<file path="config.mk">
export PLATFORM = sky130hd
export DESIGN_NAME = fm_discriminator_deemphasis_top
export DESIGN_NICKNAME = d
export VERILOG_FILES = /design/src/rtl/core/fmdd_pkg.sv /design/src/rtl/core/fmdd_regs.sv /design/src/rtl/core/fmdd_ctrl.sv /design/src/rtl/core/fmdd_dp.sv /design/src/rtl/core/fm_discriminator_deemphasis_top.sv
export SDC_FILE = /design/constraint.sdc
export NUM_CORES = 2
export LEC_CHECK = 0
export BUFFER_PORTS_ARGS = -buffer_cell sky130_fd_sc_hd__clkbuf_2
export CAP_MARGIN = 20
export CORE_MARGIN = 1
export CORE_UTILIZATION = 55
export DETAILED_ROUTE_END_ITERATION = 6
export PLACE_DENSITY = 0.75
export SLEW_MARGIN = 20
export SYNTH_ARGS = -nofsm -noshare
export SYNTH_HDL_FRONTEND = slang
export SYNTH_SLANG_ARGS = --single-unit
</file>
<file path="constraint.sdc">
create_clock -name clk -period 10.4 [get_ports clk]
set_clock_uncertainty 0.15 [all_clocks]
set_input_delay 1.04 -clock clk [delete_from_list [all_inputs] [get_ports clk]]
set_output_delay 1.04 -clock clk [all_outputs]
set_load 0.05 [all_outputs]
</file>
<file path="src/rtl/core/fmdd_pkg.sv">
// ----------------------------------------------------------------------------
// fmdd_pkg
// Shared types, constants and the CORDIC angle table of the FM discriminator.
// ----------------------------------------------------------------------------
package fmdd_pkg;

  localparam int ATAN_LEN   = 24;
  localparam int ATAN_IDX_W = 5;
  localparam int ANGLE_W    = 32;
  localparam int PHASE_W    = 16;
  localparam int GAIN_W     = 16;
  localparam int ACC_W      = 32;
  localparam int AUDIO_W    = 16;
  localparam int MUL_A_W    = 34;
  localparam int MUL_B_W    = 17;
  localparam int PROD_W     = MUL_A_W + MUL_B_W;
  localparam int APB_DATA_W = 32;
  localparam int APB_ADDR_W = 4;

  // register indexes (paddr[3:2])
  localparam logic [1:0] REG_DEEMPH_RATE = 2'd0;
  localparam logic [1:0] REG_FM_GAIN     = 2'd1;
  localparam logic [1:0] REG_OUTPUT_GAIN = 2'd2;

  localparam logic [GAIN_W-1:0] DEEMPH_RATE_RST = 16'd0;
  localparam logic [GAIN_W-1:0] FM_GAIN_RST     = 16'd256;
  localparam logic [GAIN_W-1:0] OUTPUT_GAIN_RST = 16'd256;

  // datapath operations issued by the sequencer
  typedef enum logic [3:0] {
    OP_NONE,
    OP_INIT,
    OP_ITER,
    OP_CLEAR,
    OP_PHASE,
    OP_MUL_G,
    OP_SUB,
    OP_MUL_R,
    OP_ACC,
    OP_MUL_O,
    OP_RND_D,
    OP_MUL_B,
    OP_RND_B,
    OP_FIN
  } dp_op_t;

  typedef struct packed {
    logic mute;       // captured sample is muted
    logic last_step;  // final CORDIC iteration this cycle
    logic bypass;     // de-emphasis off
    logic out_free;   // output register can take a beat
  } dp_status_t;

  // atan(2^-k) in units of 2^-31 half rotations
  function automatic logic [ANGLE_W-1:0] atan_angle(input logic [ATAN_IDX_W-1:0] idx);
    logic [ANGLE_W-1:0] a;
    case (idx)
      5'd0:    a = 32'd536870912;
      5'd1:    a = 32'd316933406;
      5'd2:    a = 32'd167458907;
      5'd3:    a = 32'd85004756;
      5'd4:    a = 32'd42667331;
      5'd5:    a = 32'd21354465;
      5'd6:    a = 32'd10679838;
      5'd7:    a = 32'd5340245;
      5'd8:    a = 32'd2670163;
      5'd9:    a = 32'd1335087;
      5'd10:   a = 32'd667544;
      5'd11:   a = 32'd333772;
      5'd12:   a = 32'd166886;
      5'd13:   a = 32'd83443;
      5'd14:   a = 32'd41722;
      5'd15:   a = 32'd20861;
      5'd16:   a = 32'd10430;
      5'd17:   a = 32'd5215;
      5'd18:   a = 32'd2608;
      5'd19:   a = 32'd1304;
      5'd20:   a = 32'd652;
      5'd21:   a = 32'd326;
      5'd22:   a = 32'd163;
      5'd23:   a = 32'd81;
      default: a = '0;
    endcase
    return a;
  endfunction

endpackage

</file>
<file path="src/rtl/core/fmdd_regs.sv">
// ----------------------------------------------------------------------------
// fmdd_regs
// APB register file: de-emphasis rate, FM gain and output gain.
// ----------------------------------------------------------------------------
module fmdd_regs
  import fmdd_pkg::*;
(
  input  logic                  clk,
  input  logic                  rst,
  input  logic                  psel,
  input  logic                  penable,
  input  logic                  pwrite,
  input  logic [APB_ADDR_W-1:0] paddr,
  input  logic [APB_DATA_W-1:0] pwdata,
  output logic [APB_DATA_W-1:0] prdata,
  output logic                  pready,
  output logic [GAIN_W-1:0]     deemph_rate,
  output logic [GAIN_W-1:0]     fm_gain,
  output logic [GAIN_W-1:0]     output_gain
);

  logic wr_en;

  assign pready = 1'b1;
  assign wr_en  = psel & penable & pwrite;

  always_ff @(posedge clk) begin
    if (rst) begin
      deemph_rate <= DEEMPH_RATE_RST;
      fm_gain     <= FM_GAIN_RST;
      output_gain <= OUTPUT_GAIN_RST;
    end else if (wr_en) begin
      unique case (paddr[3:2])
        REG_DEEMPH_RATE: deemph_rate <= pwdata[GAIN_W-1:0];
        REG_FM_GAIN:     fm_gain     <= pwdata[GAIN_W-1:0];
        REG_OUTPUT_GAIN: output_gain <= pwdata[GAIN_W-1:0];
        default: ;
      endcase
    end
  end

  always_comb begin
    unique case (paddr[3:2])
      REG_DEEMPH_RATE: prdata = {{(APB_DATA_W-GAIN_W){1'b0}}, deemph_rate};
      REG_FM_GAIN:     prdata = {{(APB_DATA_W-GAIN_W){1'b0}}, fm_gain};
      REG_OUTPUT_GAIN: prdata = {{(APB_DATA_W-GAIN_W){1'b0}}, output_gain};
      default:         prdata = '0;
    endcase
  end

endmodule

</file>
<file path="src/rtl/core/fmdd_ctrl.sv">
// ----------------------------------------------------------------------------
// fmdd_ctrl
// Sequencer: steps the datapath through CORDIC, differencing and scaling.
// ----------------------------------------------------------------------------
module fmdd_ctrl
  import fmdd_pkg::*;
(
  input  logic       clk,
  input  logic       rst,
  input  logic       in_valid,
  output logic       in_ready,
  input  dp_status_t status,
  output dp_op_t     op
);

  typedef enum logic [11:0] {
    S_IDLE  = 12'b0000_0000_0001,
    S_ITER  = 12'b0000_0000_0010,
    S_PHASE = 12'b0000_0000_0100,
    S_MUL_G = 12'b0000_0000_1000,
    S_SUB   = 12'b0000_0001_0000,
    S_MUL_R = 12'b0000_0010_0000,
    S_ACC   = 12'b0000_0100_0000,
    S_MUL_O = 12'b0000_1000_0000,
    S_RND_D = 12'b0001_0000_0000,
    S_MUL_B = 12'b0010_0000_0000,
    S_RND_B = 12'b0100_0000_0000,
    S_FIN   = 12'b1000_0000_0000
  } state_t;

  state_t state, state_next;

  always_ff @(posedge clk) begin
    if (rst) begin
      state <= S_IDLE;
    end else begin
      state <= state_next;
    end
  end

  always_comb begin
    state_next = state;
    op         = OP_NONE;
    in_ready   = 1'b0;
    unique case (state)
      S_IDLE: begin
        in_ready = 1'b1;
        if (in_valid) begin
          op         = OP_INIT;
          state_next = S_ITER;
        end
      end
      S_ITER: begin
        if (status.mute) begin
          op         = OP_CLEAR;
          state_next = S_FIN;
        end else begin
          op = OP_ITER;
          if (status.last_step) state_next = S_PHASE;
        end
      end
      S_PHASE: begin
        op         = OP_PHASE;
        state_next = status.bypass ? S_MUL_B : S_MUL_G;
      end
      S_MUL_G: begin
        op         = OP_MUL_G;
        state_next = S_SUB;
      end
      S_SUB: begin
        op         = OP_SUB;
        state_next = S_MUL_R;
      end
      S_MUL_R: begin
        op         = OP_MUL_R;
        state_next = S_ACC;
      end
      S_ACC: begin
        op         = OP_ACC;
        state_next = S_MUL_O;
      end
      S_MUL_O: begin
        op         = OP_MUL_O;
        state_next = S_RND_D;
      end
      S_RND_D: begin
        op         = OP_RND_D;
        state_next = S_FIN;
      end
      S_MUL_B: begin
        op         = OP_MUL_B;
        state_next = S_RND_B;
      end
      S_RND_B: begin
        op         = OP_RND_B;
        state_next = S_FIN;
      end
      S_FIN: begin
        if (status.out_free) begin
          op         = OP_FIN;
          state_next = S_IDLE;
        end
      end
      default: state_next = S_IDLE;
    endcase
  end

endmodule

</file>
<file path="src/rtl/core/fmdd_dp.sv">
// ----------------------------------------------------------------------------
// fmdd_dp
// Datapath: iterative CORDIC, phase difference, shared multiplier,
// de-emphasis state and the output register.
// ----------------------------------------------------------------------------
module fmdd_dp
  import fmdd_pkg::*;
#(
  parameter int SAMPLE_WIDTH = 16,
  parameter int CORDIC_STEPS = 16
) (
  input  logic                           clk,
  input  logic                           rst,
  input  dp_op_t                         op,
  output dp_status_t                     status,
  input  logic signed [SAMPLE_WIDTH-1:0] i_sample,
  input  logic signed [SAMPLE_WIDTH-1:0] q_sample,
  input  logic                           mute,
  input  logic [GAIN_W-1:0]              deemph_rate,
  input  logic [GAIN_W-1:0]              fm_gain,
  input  logic [GAIN_W-1:0]              output_gain,
  input  logic                           out_ready,
  output logic                           out_valid,
  output logic signed [AUDIO_W-1:0]      audio_sample,
  output logic                           muted,
  output logic                           saturated
);

  localparam int NSTEPS = (CORDIC_STEPS > ATAN_LEN) ? ATAN_LEN : CORDIC_STEPS;
  localparam int KW     = (NSTEPS > 1) ? $clog2(NSTEPS) : 1;
  localparam int XW     = SAMPLE_WIDTH + 3;   // CORDIC gain and sign flip headroom

  localparam logic signed [ACC_W+3:0]  ACC_MAX = 36'sh07FFFFFFF;
  localparam logic signed [ACC_W+3:0]  ACC_MIN = 36'shF80000000;
  localparam logic signed [PROD_W-1:0] AUD_MAX = 51'sd32767;
  localparam logic signed [PROD_W-1:0] AUD_MIN = -51'sd32768;
  localparam logic signed [PROD_W-1:0] HALF_D  = 51'sd32768;
  localparam logic signed [PROD_W-1:0] HALF_B  = 51'sd128;

  // CORDIC
  logic signed [XW-1:0]      x, y;
  logic signed [XW-1:0]      xi, yi;
  logic [ANGLE_W-1:0]        angle;
  logic [KW-1:0]             k;
  logic                      zero_in;
  logic                      mute_q;
  logic [ANGLE_W-1:0]        angle_rnd;
  logic [PHASE_W-1:0]        phase_v;

  // difference and scaling
  logic [PHASE_W-1:0]        prev_phase;
  logic signed [PHASE_W-1:0] diff;
  logic signed [ACC_W-1:0]   acc;
  logic signed [MUL_A_W-1:0] dreg;
  logic signed [MUL_A_W-1:0] mul_a;
  logic signed [MUL_B_W-1:0] mul_b;
  logic signed [PROD_W-1:0]  prod;
  logic signed [ACC_W+3:0]   acc_sum;
  logic signed [PROD_W-1:0]  rnd_sum;
  logic signed [PROD_W-1:0]  rnd_val;
  logic signed [AUDIO_W-1:0] res_audio;
  logic                      res_sat;

  assign xi = {{3{i_sample[SAMPLE_WIDTH-1]}}, i_sample};
  assign yi = {{3{q_sample[SAMPLE_WIDTH-1]}}, q_sample};

  assign angle_rnd = angle + 32'h0000_8000;
  assign phase_v   = zero_in ? '0 : angle_rnd[ANGLE_W-1:ANGLE_W-PHASE_W];

  assign status.mute      = mute_q;
  assign status.last_step = (k == KW'(NSTEPS - 1));
  assign status.bypass    = (deemph_rate == '0);
  assign status.out_free  = !out_valid || out_ready;

  always_comb begin
    case (op)
      OP_MUL_G: begin
        mul_a = {{(MUL_A_W-PHASE_W){diff[PHASE_W-1]}}, diff};
        mul_b = {1'b0, fm_gain};
      end
      OP_MUL_R: begin
        mul_a = dreg;
        mul_b = {1'b0, deemph_rate};
      end
      OP_MUL_O: begin
        mul_a = {{(MUL_A_W-ACC_W){acc[ACC_W-1]}}, acc};
        mul_b = {1'b0, output_gain};
      end
      default: begin
        mul_a = {{(MUL_A_W-PHASE_W){diff[PHASE_W-1]}}, diff};
        mul_b = {1'b0, output_gain};
      end
    endcase
  end

  assign acc_sum = {{4{acc[ACC_W-1]}}, acc} + {prod[PROD_W-1], prod[PROD_W-1:16]};
  assign rnd_sum = prod + ((op == OP_RND_D) ? HALF_D : HALF_B);
  assign rnd_val = (op == OP_RND_D) ? (rnd_sum >>> 16) : (rnd_sum >>> 8);

  // working registers
  always_ff @(posedge clk) begin
    case (op) inside
      OP_INIT: begin
        x       <= i_sample[SAMPLE_WIDTH-1] ? -xi : xi;
        y       <= i_sample[SAMPLE_WIDTH-1] ? -yi : yi;
        angle   <= i_sample[SAMPLE_WIDTH-1] ? 32'h8000_0000 : 32'h0000_0000;
        zero_in <= (i_sample == '0) && (q_sample == '0);
        mute_q  <= mute;
        k       <= '0;
      end
      OP_ITER: begin
        if (!y[XW-1]) begin
          x     <= x + (y >>> k);
          y     <= y - (x >>> k);
          angle <= angle + atan_angle(ATAN_IDX_W'(k));
        end else begin
          x     <= x - (y >>> k);
          y     <= y + (x >>> k);
          angle <= angle - atan_angle(ATAN_IDX_W'(k));
        end
        k <= k + 1'b1;
      end
      OP_CLEAR: begin
        res_audio <= '0;
        res_sat   <= 1'b0;
      end
      OP_PHASE: diff <= phase_v - prev_phase;
      OP_MUL_G, OP_MUL_R, OP_MUL_O, OP_MUL_B: prod <= mul_a * mul_b;
      OP_SUB: dreg <= {{2{prod[31]}}, prod[31:0]} - {{2{acc[ACC_W-1]}}, acc};
      OP_RND_D, OP_RND_B: begin
        if (rnd_val > AUD_MAX) begin
          res_audio <= 16'sh7FFF;
          res_sat   <= 1'b1;
        end else if (rnd_val < AUD_MIN) begin
          res_audio <= 16'sh8000;
          res_sat   <= 1'b1;
        end else begin
          res_audio <= rnd_val[AUDIO_W-1:0];
          res_sat   <= 1'b0;
        end
      end
      default: ;
    endcase
  end

  // architectural state
  always_ff @(posedge clk) begin
    if (rst) begin
      prev_phase <= '0;
      acc        <= '0;
    end else begin
      if (op == OP_CLEAR) prev_phase <= '0;
      if (op == OP_PHASE) prev_phase <= phase_v;
      if (op == OP_ACC) begin
        if (acc_sum > ACC_MAX)      acc <= 32'sh7FFF_FFFF;
        else if (acc_sum < ACC_MIN) acc <= 32'sh8000_0000;
        else                        acc <= acc_sum[ACC_W-1:0];
      end
    end
  end

  // output register
  always_ff @(posedge clk) begin
    if (rst) begin
      out_valid <= 1'b0;
    end else if (op == OP_FIN) begin
      out_valid <= 1'b1;
    end else if (out_ready) begin
      out_valid <= 1'b0;
    end
  end

  always_ff @(posedge clk) begin
    if (op == OP_FIN) begin
      audio_sample <= res_audio;
      muted        <= mute_q;
      saturated    <= res_sat;
    end
  end

endmodule

</file>
<file path="src/rtl/core/fm_discriminator_deemphasis_top.sv">
// ----------------------------------------------------------------------------
// fm_discriminator_deemphasis_top
// FM quadrature discriminator: CORDIC phase, wrapped phase difference,
// optional one-pole de-emphasis, output gain and 16-bit saturation.
//
//   channel  direction  handshake            payload
//   input    in         in_valid / in_ready  i_sample, q_sample, mute
//   output   out        out_valid/out_ready  audio_sample, muted, saturated
//   config   in         APB (psel/penable)   paddr, pwdata -> prdata
//
// Sequence: the iterative CORDIC, one rotation a cycle, runs first and the
//   shared multiplier steps follow it, fewer of them in bypass; a muted
//   sample skips both.
// Reset: synchronous, active high; clears phase memory and de-emphasis
//   state, loads register defaults (rate 0, both gains 1.0).
// Stalls: a finished beat sits in the output register; the next sample is
//   taken meanwhile and waits in its last step only if that beat is unsent.
// ----------------------------------------------------------------------------
module fm_discriminator_deemphasis_top
  import fmdd_pkg::*;
#(
  parameter int SAMPLE_WIDTH = 16,
  parameter int CORDIC_STEPS = 16
) (
  input  logic                           clk,
  input  logic                           rst,
  // sample input
  input  logic                           in_valid,
  output logic                           in_ready,
  input  logic signed [SAMPLE_WIDTH-1:0] i_sample,
  input  logic signed [SAMPLE_WIDTH-1:0] q_sample,
  input  logic                           mute,
  // audio output
  output logic                           out_valid,
  input  logic                           out_ready,
  output logic signed [AUDIO_W-1:0]      audio_sample,
  output logic                           muted,
  output logic                           saturated,
  // register port
  input  logic                           psel,
  input  logic                           penable,
  input  logic                           pwrite,
  input  logic [APB_ADDR_W-1:0]          paddr,
  input  logic [APB_DATA_W-1:0]          pwdata,
  output logic [APB_DATA_W-1:0]          prdata,
  output logic                           pready
);

  logic [GAIN_W-1:0] deemph_rate;
  logic [GAIN_W-1:0] fm_gain;
  logic [GAIN_W-1:0] output_gain;
  dp_op_t            op;
  dp_status_t        status;

  fmdd_regs u_regs (
    .clk         (clk),
    .rst         (rst),
    .psel        (psel),
    .penable     (penable),
    .pwrite      (pwrite),
    .paddr       (paddr),
    .pwdata      (pwdata),
    .prdata      (prdata),
    .pready      (pready),
    .deemph_rate (deemph_rate),
    .fm_gain     (fm_gain),
    .output_gain (output_gain)
  );

  // sequencer: takes a sample only when idle
  fmdd_ctrl u_ctrl (
    .clk      (clk),
    .rst      (rst),
    .in_valid (in_valid),
    .in_ready (in_ready),
    .status   (status),
    .op       (op)
  );

  // datapath: CORDIC, difference, de-emphasis, output register
  fmdd_dp #(
    .SAMPLE_WIDTH (SAMPLE_WIDTH),
    .CORDIC_STEPS (CORDIC_STEPS)
  ) u_dp (
    .clk          (clk),
    .rst          (rst),
    .op           (op),
    .status       (status),
    .i_sample     (i_sample),
    .q_sample     (q_sample),
    .mute         (mute),
    .deemph_rate  (deemph_rate),
    .fm_gain      (fm_gain),
    .output_gain  (output_gain),
    .out_ready    (out_ready),
    .out_valid    (out_valid),
    .audio_sample (audio_sample),
    .muted        (muted),
    .saturated    (saturated)
  );

endmodule

</file>
[Word level (Yosys, flattened, before mapping)]
Memories as Yosys holds them, arrays and structs flattened. A register that Yosys moved wholly into a read port is not among the register bits.
Cells that the tools add are included.
Word-level totals
  RAM bits: 0
  bits in registers: 321
  memories: 2
  bits in read-only memories: 960
  bits of input ports: 76
  output and inout bits: 53
  latch bits: 0
Cells by class
  $lt $le $gt $ge: 4
  add/sub/neg operators: 14
  reductions and logical operators: 22
  multiplexer cells: 57
  shift-type cells: 2
  equality and inequality tests: 34
  multipliers: 1
  bitwise gates (word level): 7
  div/mod/pow operators: 0
Memory list
  (no name shown): words 16, bits a word 30, rd ports 1, clocked after Yosys merged registers in 1, write ports 0, line fmdd_pkg.sv:57  | case (idx)
  (no name shown): words 16, bits a word 30, rd ports 1, clocked after Yosys merged registers in 1, write ports 0, line fmdd_pkg.sv:57
Operators with widths (number)
  2-to-1 mux 32 bit: 12
  2-to-1 mux 16 bit: 10
  2-to-1 mux 19 bit: 8
  one-hot mux 12 bit (11 select lines): 1
  one-hot mux 34 bit (2 select lines): 1
  adder 51 x 17 -> 51 bit: 1
  multiplier 34 x 17 -> 51 bit: 1
  logical NOT 16 bit: 3
  2-to-1 mux 12 bit: 4
  one-hot mux 16 bit (3 select lines): 1
  one-hot mux 4 bit (12 select lines): 1
  > comparator 43 x 16 -> 1 bit (second input constant): 1
  < comparator 43 x 16 -> 1 bit (second input constant): 1
  2-to-1 mux 42 bit: 1
  adder 19 bit: 2
  negator 16 -> 19 bit: 2
  >>> shifter 19 x 4 -> 19 bit: 2
  subtractor 19 bit: 2
  adder 32 x 35 -> 36 bit: 1
  > comparator 36 x 32 -> 1 bit (second input constant): 1
  < comparator 36 x 32 -> 1 bit (second input constant): 1
  subtractor 32 x 32 -> 33 bit: 1
  adder 32 x 16 -> 32 bit (second input constant): 1
  adder 32 bit: 1
  other kinds (42): 81

[Depth between registers and ports, before layout]
  depth in word-level cells: 15
  mapped depth: 36

[Hierarchy]
From an unflattened synthesis, not the netlist that was laid out.
Unflattened totals
  cells, all modules: 5097
  area total of the unflattened synthesis: 44914.3 sq um
Modules (own cells, without submodules)
  fmdd_dp: cells each 4742, sequential area each 7877.6 sq um, times used 1, area each 41557.4 sq um
  fmdd_regs: cells each 252, sequential area each 960.9 sq um, times used 1, area each 2439.8 sq um
  fmdd_ctrl: cells each 103, sequential area each 240.2 sq um, times used 1, area each 917.1 sq um

[Worst setup path after synthesis]
Ideal clock, no wire load.
  kind: reg-to-reg
  from: register u_ctrl.state[8]
  to: register u_dp.prod[49], data pin
  buffers on the path: 5
  stages on the path, launching flop included: 34
  setup time: 0.263 ns
  arrival: 8.459 ns
  slack: 1.529 ns
  cells stage by stage: dfxtp_1 > nor3_1 > and3_1 > and3_1 > clkbuf_1 > buf_1 > clkbuf_1 > a221o_1 > clkbuf_1 > nand2_1 > fa_1 > inv_1 > fa_1 > inv_1 > fa_1 > inv_1 > fa_1 > fa_1 > inv_1 > fa_1 > inv_1 > ha_1 > clkbuf_1 > a21oi_1 > o21ai_0 > a221oi_1 > o31ai_1 > a211oi_2 > o31ai_1 > a21o_1 > o311a_1 > a211o_1 > a311oi_1 > xnor2_1
On the way
  longest elaborated chain between the ends: 5
Ends and longest elaborated chain
  start, declared: line fmdd_ctrl.sv:31  | state_t state, state_next;
  start signal, assigned: line fmdd_ctrl.sv:37  | state <= state_next;
  == test 12 bit, or another cell as far along: line fmdd_ctrl.sv:45  | unique case (state)
  one-hot mux 4 bit (12 select lines) *: line fmdd_ctrl.sv:45
  == test 4 bit / == test 4 x 3 -> 1 bit (equally long branches): line fmdd_dp.sv:76  | case (op)
  one-hot mux 34 bit (2 select lines) / one-hot mux 16 bit (2 select lines) (equally long branches): line fmdd_dp.sv:76
  multiplier 34 x 17 -> 51 bit *: line fmdd_dp.sv:128  | OP_MUL_G, OP_MUL_R, OP_MUL_O, OP_MUL_B: prod <= mul_a * mul_b;
  end signal, assigned: line fmdd_dp.sv:128
  end, declared: line fmdd_dp.sv:57  | logic signed [PROD_W-1:0] prod;
Mark *: on every way between the ends. The rest lies on a longest branch, timed or not.
A chain may end at the register's enable or synchronous reset.

[Worst setup path in the final report]
  from: register u_ctrl.state[8]
  to: register u_dp.prod[47], data pin
The elaborated chain is that of the path after synthesis.

==> impl_results.md <==
* Status: finished with violations
* Failing checks: DRC
* Total die area at 0.0812 mm²
* Top achievable clock speed at 0.0994 GHz
* Ant diodes at 0
* Initial antenna violation count at 0
* Actual slew at the worst max-slew pin at 1.19 ns
* Seq cells post-synth at 350
* Max-cap violations at 0
* Final setup viols at 0
* Dominant cells by area after synthesis: fa_1 (23%), edfxtp_1 (14%), ha_1 (8.1%)
* Final Hold Vio Count at 0
* Most common cell in the netlist: inv_1
* Syn Inst Count at 5020
* Total Routing Usage GR at 30.0%
* Synth area leader: fa_1
* Fillers at 6941
* Post-Synthesis Cell Area at 0.0440 mm²
* Synth Warn # at 0
* Min-Delay Path Depth at 0
* Avg Cell Area, Syn at 8.77 µm²
* Post-detailed-route wirelength per cell at 19.5 µm
* CTS Root Cell: clkbuf_16
* HP Class: reg -> reg
* CTS tree: done
* Share of layout cells above drive strength 1 at 6.93%
* IO Pins at 129
* Peak VDD IR at 214 µV
* Most frequent cells after synthesis: inv_1 (740), nand2_1 (612), fa_1 (513)
* Row count at 103
* Setup TNS at 0 ns
* # DRC at 1
* Largest net degree at the start of global routing at 95
* First-pass GRT wire length at 195000 µm
* Die width at 285 µm
* ANT nets after route at 0
* Ys async rst share at 0%
* Post-CTS setup buffer count at 0
* Iter 0 DRT Violations at 3329
* Worst Path Max Fanout at 24
* Leakage at 20.9 nW
* Pwr dens at 164 mW/mm²
* DRT Wirelength at 119000 µm
* Setup crit start kind: register
* Final core occ at 59.4%
* Pwr Total at 7.71 mW
* Die height at 285 µm
* Clk slew on worst S/H paths at 0.06 ns
* Slowest CP cell: o31ai_1
* Max-slew violation count at 0
* Sequential share of the synthesized area at 20.6%
* Slew headroom at 20.3%
* CP required at 10.56 ns
* Critical Path Sink Type: register
* Final HPWL DP at 91600 µm
* Netlist cell types at 94
* Core Box Area at 0.0791 mm²
* Crit Path Category: reg -> reg
* 1st-pass router iterations at 7
* Routed vias/inst at 5.92
* Initial Util at 55.6%
* PortBufs at 93
* Period minus WS final at 10.06 ns
* Synth Flop Type: edfxtp_1
* Clk buf depth at 3
* Period utilization at 96.7%
* FF-to-FF path depth at 28
* EDFF count, synth at 207
* Vias in the first global route at 36292
* Area delta synth->final at 6.73%
* Most frequent CP cell: fa_1
* RSZ-0062 raised after global routing: no
* CP peak stage delay at 0.82 ns
* Top cell type's share of synthesized area at 23.3%
* NumNets Final at 5904
* Sequential cell area at 0.00908 mm²
* WP data arrival at 10.22 ns
* CTS Buf Count at 42
* Latest clock arrival within the worst-skew pair at 0.60 ns
* Footprint of the multi-input gates at 0.0313 mm²
* H-tree level count at 2
* Vias post-DR at 36201
* Clk sink count at 350
* Total gr overflow at 0
* CTS Hold Bufs at 0
* Final Wtd Congestion at 0.965
## metrics by stage
stage	instance area [µm²]	std cells	setup slack (ns)	hold slack, ns
after global routing	47000	6114	0.0260	0.315
after global placement	45600	6035	0.674	0.284
final	47000	6114	0.344	0.299
after floorplan	44100	5035	1.53	0.250
after CTS	47000	6114	0.446	0.305
after detailed placement	45600	6036	0.512	0.255
## cell type report
cell class | instances | share of cell area [%]
timing repair buffer | 183 | 2.43
sequential | 350 | 19.3
clock inverter | 26 | 0.455
tap | 1050 | 2.80
multi-input combinational | 3711 | 66.7
clock buffer | 52 | 2.40
inverter | 742 | 5.93
## cells in the final DEF, fill, tap and decap left out, types with 14 or more instances in the layout
master,n
inv_1,740
nand2_1,609
fa_1,513
nor2_1,495
a21oi_1,289
ha_1,285
xnor2_1,207
edfxtp_1,207
o21ai_0,150
dfxtp_1,140
xor2_1,113
clkbuf_2,92
buf_4,90
a21o_1,87
nor3_1,62
nand3_1,60
mux2i_1,52
a211oi_1,52
and2_1,45
nor2b_1,43
clkbuf_16,42
a221oi_1,41
nand2b_1,40
and3_1,37
a221o_1,37
mux4_2,35
o21a_1,33
a31oi_1,28
nand4_1,27
or3_1,23
nor4_1,22
o21ai_1,21
a22oi_1,20
o31ai_1,17
conb_1,17
o21bai_1,15
o211ai_1,14
## sequential cells by signal, summed over array words and instances (netlist names), 4 cells and up, named ones only
| register | count |
|---|---|
| u_regs.deemph_rate | 16 |
| u_dp.prod | 51 |
| u_regs.output_gain | 16 |
| u_dp.acc | 32 |
| u_dp.y | 19 |
| u_dp.dreg | 33 |
| u_dp.diff | 16 |
| u_dp.audio_sample | 16 |
| u_dp.res_audio | 16 |
| u_dp.k | 4 |
| u_dp.prev_phase | 16 |
| u_regs.fm_gain | 16 |
| u_dp.angle | 32 |
| u_dp.x | 19 |
| u_ctrl.state | 12 |
## final timing paths
| kind | from | endpoint | slack, ns |
|---|---|---|---|
| worst max-delay path | u_ctrl.state[8]$_SDFFE_PP0P_ | u_dp.prod[47]$_DFFE_PP_ | 0.34 |
| worst min-delay path | u_dp.res_audio[4]$_SDFFCE_PP0P_ | u_dp.audio_sample[4]$_DFFE_PP_ | 0.30 |
| worst max register to register | u_ctrl.state[8]$_SDFFE_PP0P_ | u_dp.prod[47]$_DFFE_PP_ | 0.34 |
| worst min register to register | u_dp.res_audio[4]$_SDFFCE_PP0P_ | u_dp.audio_sample[4]$_DFFE_PP_ | 0.30 |
## cell families (layout without fill, tap and decap cells)
| group | count (synthesis) | after routing | synth area share [%] |
|---|---|---|---|
| XOR/XNOR | 320 | 320 | 6.37 |
| buffers and inverters | 974 | 1003 | 8.56 |
| flip-flops | 350 | 350 | 20.6 |
| AO/OA/AOI/OAI | 929 | 929 | 13.9 |
| multiplexers | 107 | 107 | 3.55 |
| adder cells (fa/ha/maj) | 798 | 798 | 31.4 |
| other | 2 | 17 | 0.0171 |
| AND/OR/NAND/NOR | 1540 | 1540 | 15.6 |
## metal layers
metal / up-vias / GRT usage (%) / share of wire [%]
met5: - / 0 / 0
met4: 0 / 12.5 / 4.6
met3: 314 / 4.33 / 8.2
met2: 1538 / 47.6 / 46
met1: 17650 / 41.1 / 41
li1: 16699 / - / -
## power breakdown
part / switching (mW) / internal, mW / leakage (nW)
clock: 0.646 / 0.808 / 0.666
combinational: 2.37 / 1.89 / 17.2
sequential: 0.179 / 1.82 / 3.05
total: 3.19 / 4.52 / 20.9
## what timing repair did
| item | CTS | global route |
|---|---|---|
| setup endpoints to repair | 0 | 2 |
| resized for setup | 0 | 1 |
| endpoints found under the hold margin | 0 | 0 |
## worst max-delay path: cells and delay by family, from the launching register on
kind | cells | cell delay (ns)
and+or+nand+nor | 7 | 1.87
DFF | 1 | 0.38
buffers and inverters | 5 | 0.77
xor gates and xnor gates | 1 | 0.13
AOI/OAI and AO/OA | 8 | 3.04
adders and majority gates | 7 | 3.40
(Power assumes the default switching activity.)
